`src/hdl/gsfp_pkg.sv`:
```
// Shared types and constants for the gas sensor frame parser.
// No dependencies; imported by every module of the block.
package gsfp_pkg;

    localparam logic [7:0] HDR_FIRST   = 8'h2C;
    localparam logic [7:0] HDR_SECOND  = 8'hE4;
    localparam int         PAYLOAD_LEN = 6;
    localparam int         CNT_W       = $clog2(PAYLOAD_LEN);

    // Frame queue between the hunter and the output stage
    localparam int QUEUE_DEPTH = 2;
    localparam int PTR_W       = (QUEUE_DEPTH > 1) ? $clog2(QUEUE_DEPTH) : 1;
    localparam int QCNT_W      = $clog2(QUEUE_DEPTH + 1);

    // One decoded frame; tvoc sits in the lowest bits to match the stream packing
    typedef struct packed {
        logic [15:0] eco2_level;
        logic [15:0] hcho_level;
        logic [15:0] tvoc_level;
    } reading_t;

    typedef struct packed {
        logic     valid;
        reading_t reading;
    } push_t;

    typedef struct packed {
        logic              full;
        logic              empty;
        logic [QCNT_W-1:0] count;
    } queue_status_t;

endpackage

```
`src/hdl/gsfp_front.sv`:
```
// Frame hunter: tracks header, payload and checksum and pushes good frames.
// Depends on gsfp_pkg.
module gsfp_front
    import gsfp_pkg::*;
(
    input  logic       clk,
    input  logic       rst_n,
    input  logic       byte_valid,
    input  logic [7:0] rx_byte,
    output push_t      push
);

    typedef enum logic [1:0] {
        ST_HUNT,
        ST_SECOND,
        ST_PAYLOAD,
        ST_CHECK
    } state_t;

    state_t                        state_reg, state_next;
    logic [CNT_W-1:0]              cnt_reg, cnt_next;
    logic [7:0]                    sum_reg, sum_next;
    logic [PAYLOAD_LEN*8-1:0]      data_reg, data_next;
    logic                          push_valid_next;

    always_comb
    begin
        state_next      = state_reg;
        cnt_next        = cnt_reg;
        sum_next        = sum_reg;
        data_next       = data_reg;
        push_valid_next = 1'b0;
        if (byte_valid)
        begin
            unique case (state_reg)
                ST_HUNT:
                begin
                    cnt_next = '0;
                    if (rx_byte == HDR_FIRST)
                    begin
                        sum_next   = rx_byte;
                        state_next = ST_SECOND;
                    end
                end
                ST_SECOND:
                begin
                    // a wrong second byte is not rechecked as a header
                    if (rx_byte == HDR_SECOND)
                    begin
                        sum_next   = sum_reg + rx_byte;
                        state_next = ST_PAYLOAD;
                    end
                    else
                    begin
                        sum_next   = '0;
                        state_next = ST_HUNT;
                    end
                end
                ST_PAYLOAD:
                begin
                    data_next = {data_reg[PAYLOAD_LEN*8-9:0], rx_byte};
                    sum_next  = sum_reg + rx_byte;
                    if (cnt_reg == CNT_W'(PAYLOAD_LEN - 1))
                    begin
                        state_next = ST_CHECK;
                    end
                    else
                    begin
                        cnt_next = cnt_reg + 1'b1;
                    end
                end
                ST_CHECK:
                begin
                    push_valid_next = (rx_byte == sum_reg);
                    sum_next        = '0;
                    state_next      = ST_HUNT;
                end
                default:
                begin
                    state_next = ST_HUNT;
                end
            endcase
        end
    end

    always_ff @(posedge clk or negedge rst_n)
    begin
        if (!rst_n)
        begin
            state_reg <= ST_HUNT;
            cnt_reg   <= '0;
            sum_reg   <= '0;
        end
        else
        begin
            state_reg <= state_next;
            cnt_reg   <= cnt_next;
            sum_reg   <= sum_next;
        end
    end

    always_ff @(posedge clk)
    begin
        data_reg <= data_next;
    end

    // Push the frame in the cycle its checksum byte is taken
    always_comb
    begin
        push.valid              = push_valid_next;
        push.reading.tvoc_level = data_reg[47:32];
        push.reading.hcho_level = data_reg[31:16];
        push.reading.eco2_level = data_reg[15:0];
    end

endmodule

```
`src/hdl/gsfp_queue.sv`:
```
// Short frame queue that decouples the hunter from the output stage.
// Depends on gsfp_pkg.
module gsfp_queue
    import gsfp_pkg::*;
(
    input  logic          clk,
    input  logic          rst_n,
    input  push_t         push,
    input  logic          pop,
    output reading_t      head,
    output queue_status_t status
);

    reading_t          entry_reg [QUEUE_DEPTH];
    logic [PTR_W-1:0]  wr_ptr_reg, rd_ptr_reg;
    logic [QCNT_W-1:0] count_reg;
    logic              do_push, do_pop;

    assign status.full  = (count_reg == QCNT_W'(QUEUE_DEPTH));
    assign status.empty = (count_reg == '0);
    assign status.count = count_reg;
    assign do_push      = push.valid && !status.full;
    assign do_pop       = pop && !status.empty;
    assign head         = entry_reg[rd_ptr_reg];

    always_ff @(posedge clk or negedge rst_n)
    begin
        if (!rst_n)
        begin
            wr_ptr_reg <= '0;
            rd_ptr_reg <= '0;
            count_reg  <= '0;
        end
        else
        begin
            if (do_push)
            begin
                wr_ptr_reg <= (wr_ptr_reg == PTR_W'(QUEUE_DEPTH - 1)) ? '0 : wr_ptr_reg + 1'b1;
            end
            if (do_pop)
            begin
                rd_ptr_reg <= (rd_ptr_reg == PTR_W'(QUEUE_DEPTH - 1)) ? '0 : rd_ptr_reg + 1'b1;
            end
            if (do_push && !do_pop)
            begin
                count_reg <= count_reg + 1'b1;
            end
            else if (do_pop && !do_push)
            begin
                count_reg <= count_reg - 1'b1;
            end
        end
    end

    always_ff @(posedge clk)
    begin
        if (do_push)
        begin
            entry_reg[wr_ptr_reg] <= push.reading;
        end
    end

endmodule

```
`src/hdl/gsfp_back.sv`:
```
// Output stage: holds one reading in a register and presents it downstream.
// Depends on gsfp_pkg.
module gsfp_back
    import gsfp_pkg::*;
(
    input  logic          clk,
    input  logic          rst_n,
    input  reading_t      head,
    input  queue_status_t status,
    output logic          pop,
    output logic          out_valid,
    output reading_t      out_reading,
    input  logic          out_ready
);

    logic     valid_reg;
    reading_t data_reg;

    // Refill when the register is empty or its reading leaves this cycle
    assign pop         = !status.empty && (!valid_reg || out_ready);
    assign out_valid   = valid_reg;
    assign out_reading = data_reg;

    always_ff @(posedge clk or negedge rst_n)
    begin
        if (!rst_n)
        begin
            valid_reg <= 1'b0;
        end
        else if (pop)
        begin
            valid_reg <= 1'b1;
        end
        else if (out_ready)
        begin
            valid_reg <= 1'b0;
        end
    end

    always_ff @(posedge clk)
    begin
        if (pop)
        begin
            data_reg <= head;
        end
    end

endmodule

```
`src/hdl/gas_sensor_frame_parser.sv`:
```
// Top level of the gas sensor frame parser: hunter, frame queue, output stage.
// Depends on gsfp_pkg, gsfp_front, gsfp_queue and gsfp_back.
//
// Usage:
//   s_axis carries one received serial byte per transfer. The block hunts for
//   a 9-byte frame (0x2C, 0xE4, six payload bytes, additive checksum of the
//   first eight bytes). A wrong second byte returns to hunting without being
//   rechecked as a header. A frame with a bad checksum is dropped silently.
//   m_axis carries one transfer per good frame with the three big-endian
//   readings TVOC, formaldehyde and eCO2.
//   Throughput: one byte per cycle while the frame queue is not full; the hunter works on a byte in
//   the cycle it is taken.
//   Path: the checksum byte transfer writes the frame queue; the output register
//   loads the queue head when the register is empty or its reading is taken,
//   so a low m_axis_tready keeps the reading waiting in the queue.
//   Stall: a two-entry queue sits in front of the output register, so three
//   frames may wait while m_axis_tready is low. Only when the queue is full
//   does s_axis_tready drop; no byte and no frame is lost.
//   Reset: rst_n clears the hunter to hunting and empties queue and output.
module gas_sensor_frame_parser
    import gsfp_pkg::*;
(
    input  logic        clk,
    input  logic        rst_n,
    input  logic        s_axis_tvalid,
    output logic        s_axis_tready,
    input  logic [7:0]  s_axis_tdata,   // [7:0] rx_byte
    output logic        m_axis_tvalid,
    input  logic        m_axis_tready,
    output logic [47:0] m_axis_tdata    // [15:0] tvoc_level, [31:16] hcho_level,
                                        // [47:32] eco2_level
);

    push_t         push;
    reading_t      head;
    reading_t      out_reading;
    queue_status_t q_status;
    logic          pop;
    logic          byte_take;

    // Hold input while the queue cannot take a frame
    assign s_axis_tready = !q_status.full;
    assign byte_take     = s_axis_tvalid && s_axis_tready;

    gsfp_front u_front (
        .clk        (clk),
        .rst_n      (rst_n),
        .byte_valid (byte_take),
        .rx_byte    (s_axis_tdata),
        .push       (push)
    );

    gsfp_queue u_queue (
        .clk    (clk),
        .rst_n  (rst_n),
        .push   (push),
        .pop    (pop),
        .head   (head),
        .status (q_status)
    );

    gsfp_back u_back (
        .clk         (clk),
        .rst_n       (rst_n),
        .head        (head),
        .status      (q_status),
        .pop         (pop),
        .out_valid   (m_axis_tvalid),
        .out_reading (out_reading),
        .out_ready   (m_axis_tready)
    );

    assign m_axis_tdata = out_reading;

    // Queue occupancy never exceeds its depth
    a_queue_bound: assert property (@(posedge clk) disable iff (!rst_n)
        q_status.count <= QCNT_W'(QUEUE_DEPTH))
        else $error("frame queue overfilled");

    // A frame is only pushed when the queue has room
    a_push_room: assert property (@(posedge clk) disable iff (!rst_n)
        push.valid |-> !q_status.full)
        else $error("frame pushed into full queue");

    // A pushed frame is waiting somewhere on the next cycle
    a_push_held: assert property (@(posedge clk) disable iff (!rst_n)
        push.valid |=> (!q_status.empty || m_axis_tvalid))
        else $error("pushed frame lost");

endmodule

```
`config.mk`:
```
export PLATFORM = sky130hd
export DESIGN_NAME = gas_sensor_frame_parser
export DESIGN_NICKNAME = d
export VERILOG_FILES = /design/src/hdl/gsfp_pkg.sv /design/src/hdl/gsfp_front.sv /design/src/hdl/gsfp_queue.sv /design/src/hdl/gsfp_back.sv /design/src/hdl/gas_sensor_frame_parser.sv
export SDC_FILE = /design/constraint.sdc
export NUM_CORES = 1
export LEC_CHECK = 0
export ABC_AREA = 1
export BUFFER_PORTS_ARGS = -buffer_cell sky130_fd_sc_hd__buf_2
export CAP_MARGIN = 20
export CORE_MARGIN = 2
export CORE_UTILIZATION = 45
export DETAILED_ROUTE_END_ITERATION = 8
export MAX_ROUTING_LAYER = met4
export PLACE_DENSITY = 0.7
export SETUP_SLACK_MARGIN = 0.3
export SKIP_CTS_REPAIR_TIMING = 1
export SLEW_MARGIN = 20
export SYNTH_ARGS = -nofsm -noshare
export SYNTH_HDL_FRONTEND = slang
export SYNTH_SLANG_ARGS = --single-unit
```
`constraint.sdc`:
```
create_clock -name clk -period 4.1 [get_ports clk]
set_input_delay 0 -clock clk [delete_from_list [all_inputs] [get_ports clk]]
set_output_delay 0 -clock clk [all_outputs]
set_load 0.02 [all_outputs]
```
==> run_results.csv <==
group,metric,value,unit
routing,via_per_inst,4.75,
power,swShare,0.306,
clock_network,htree_num_levels,1,
global_routing,grt_pass1_vias,3985,
setup_path,critical_path.max_fanout,48,
clock_network,clock-root-buffer,"clkbuf_16",
synthesis,synth_cell_type_count,30,
power,p_int,4.34,mW
die,die_y,135,um
final_layout,layout_common_cells,"edfxtp_1 (192), nand2_1 (177), buf_2 (61)",
die,die_area,0.0181,mm2
routing,wl_per_cell,14.3,um
setup_path,timing.rr.start,"u_front.sum_reg[4]",
setup_path,cp_data_arrival_time,2.55,ns
timing,hold_slack,-0.0186,ns
setup_path,worstPathRequired,4.21,ns
timing,max_freq,409,MHz
final_layout,antenna_cells,0,
power,powerDensity,690,mW/mm2
power,p_sw,1.92,mW
status,status,"finished, violations left",
global_routing,gr-total-overflow,0,
die,start_util,0.461,
final_layout,final_area,0.00907,mm2
setup_path,critPathKind,"register to register",
die,fp.coreArea,0.0166,mm2
global_routing,antenna_found_initial,0,
clock_network,clk_pin_slew,0.06,ns
placed_design,hpwl,7150,um
routing,drtAntennaViolNets,0,
synthesis,yosysWarnings,0,
routing,drt_pass1_iterations,4,
timing,slew_viol_final,0,
setup_path,worstSetupEndpointType,"register",
timing,fin_crit,2.44,ns
routing,wl,12100,um
synthesis,synth_cells,523,
worst_hold_path,min_path_type,"primary input to asynchronous set/reset pin",
final_layout,drive_above_1_share,0.190,
routing,remaining_drc_errors,0,
timing,fin_crit_sh,0.596,
clock_network,cts_tree,"done",
die,dieWidth,135,um
synthesis,avgSynthCellArea,14.7,um2
final_layout,largest_reg_flops,96,
timing,hold_viol,18,
setup_path,rr_worst_depth,7,
routing,vias,4020,
placed_design,placed_cell_area,0.00827,mm2
timing,rsz0062_at_grt,"false",
setup_path,reg2reg_to,"u_queue.entry_reg[1][8]",
synthesis,syn_area,0.00767,mm2
synthesis,syn_nets,546,
placed_design,port_buffers,61,
placed_design,gp_congestion,0.830,
timing,skew,0.0182,ns
clock_network,clk-insertion-delay-late,0.49,ns
timing,tns,0,ns
final_layout,syn2layout_area_growth,18.2,%
power,p_clk_frac,0.300,
power,peakVddDrop,0.000345,V
status,violations,"negative hold slack",
timing,relSlewSlack,0.362,
clock_network,cts.sinks,210,
die,rows,47,
placed_design,dpl.cell_count,797,
power,combPwrFrac,0.231,
synthesis,ys_seq_elements,210,
global_routing,grt_pass1_wl,19700,um
setup_path,start_kind,"register",
final_layout,fin_cells,846,
global_routing,grt_max_degree,51,
final_layout,nets,635,
die,io_pins,62,
timing,tightestPinTransition,0.957,ns
final_layout,final_common_cell,"edfxtp_1",
routing,drt_iter0_drc,275,
clock_network,cts_buffer_depth,3,
power,pwr-share-seq,0.469,
setup_path,regToRegSetupSlack,1.66,ns
clock_network,cts_buffers,22,
global_routing,grt_util_all_layers,0.142,
power,p_leak,3.55,nW
flow_run,drv_cap,0,
timing,setup_viol,0,
synthesis,ys_seq_area_frac,0.810,
## logic make-up after synthesis
family,count (synthesis),share of synthesized area
compound gates,23,0.0178
fa+ha+maj,11,0.0189
flops,210,0.810
buf+inv,44,0.0235
xor+xnor,6,0.00685
simple gates,229,0.123
## synthesized netlist by cell type
cell / number / area share
edfxtp_1: 192 / 0.75
nand2_1: 177 / 0.087
inv_1: 27 / 0.013
nor2_1: 21 / 0.010
dfrtp_1: 18 / 0.059
a21oi_1: 13 / 0.0085
nand3_1: 13 / 0.0085
ha_1: 10 / 0.016
clkbuf_1: 6 / 0.0029
buf_2: 5 / 0.0033
o21ai_0: 5 / 0.0033
xor2_1: 5 / 0.0057
inv_2: 4 / 0.0020
nand2_4: 3 / 0.0044
nand4_1: 3 / 0.0024
nor2_2: 3 / 0.0024
nand2_2: 2 / 0.0016
nor3_1: 2 / 0.0013
o21ai_1: 2 / 0.0013
or2_2: 2 / 0.0016
a211oi_2: 1 / 0.0016
buf_6: 1 / 0.0015
clkinv_2: 1 / 0.00065
fa_1: 1 / 0.0026
nand3_2: 1 / 0.0013
nor3b_1: 1 / 0.00098
nor4_2: 1 / 0.0016
o21a_1: 1 / 0.00098
o32ai_2: 1 / 0.0021
xnor2_1: 1 / 0.0011
## metrics by stage
stage               power (mW)  worst slack, ns  utilization
CTS                       6.32             1.60        0.538
floorplan                 3.98            0.436            -
global route              6.59             1.46        0.545
finish                    6.26             1.66        0.545
detailed placement        4.44             1.62        0.497
global placement          4.41             1.65        0.497
## how the worst max path moves through the flow
stage                                   from                 endpoint  cells after the start
after CTS                 u_front.sum_reg[4]  u_queue.entry_reg[1][5]                      7
after global placement    u_front.sum_reg[4]  u_queue.entry_reg[1][1]                      7
after global routing      u_front.sum_reg[4]  u_queue.entry_reg[1][8]                      7
final                     u_front.sum_reg[4]  u_queue.entry_reg[1][8]                      7
after floorplan           u_front.sum_reg[4]  u_queue.entry_reg[0][0]                      6
after detailed placement  u_front.sum_reg[4]  u_queue.entry_reg[1][9]                      7
## area by class of cell
class	count	area [um2]
clock buffers	26	587
clock inverters	12	105
fillers	1337	7570
inverters	32	121
multi-input cells	269	1310
flip-flops and latches	210	6220
well taps	220	275
repair buffers	77	453
## worst max-delay path, cell delays in order (launching register included)
cell     delay [ns]
dfrtp_1        0.38
ha_1           0.35
nor2_1         0.13
nand2_1        0.06
nor3_1         0.18
nand3_1        0.27
nor2_4         0.15
buf_4          0.53
## routing by layer
metal | global-route usage | share of wire | up-vias
li1 | - | - | 1983
met1 | 0.174 | 0.44 | 1928
met4 | 0.0357 | 0.016 | 0
met3 | 0.0282 | 0.048 | 22
met5 | - | 0 | -
met2 | 0.245 | 0.50 | 87
## power groups by stage
stage / clock, mW / sequential [mW] / combinational [mW]
after global routing: 2.01 / 2.97 / 1.62
after detailed placement: 0 / 2.98 / 1.46
after floorplan: 0 / 3.24 / 0.742
final: 1.88 / 2.93 / 1.45
after CTS: 1.92 / 2.94 / 1.46
after global placement: 0 / 2.97 / 1.44
Power figures use the tool's default switching activity.
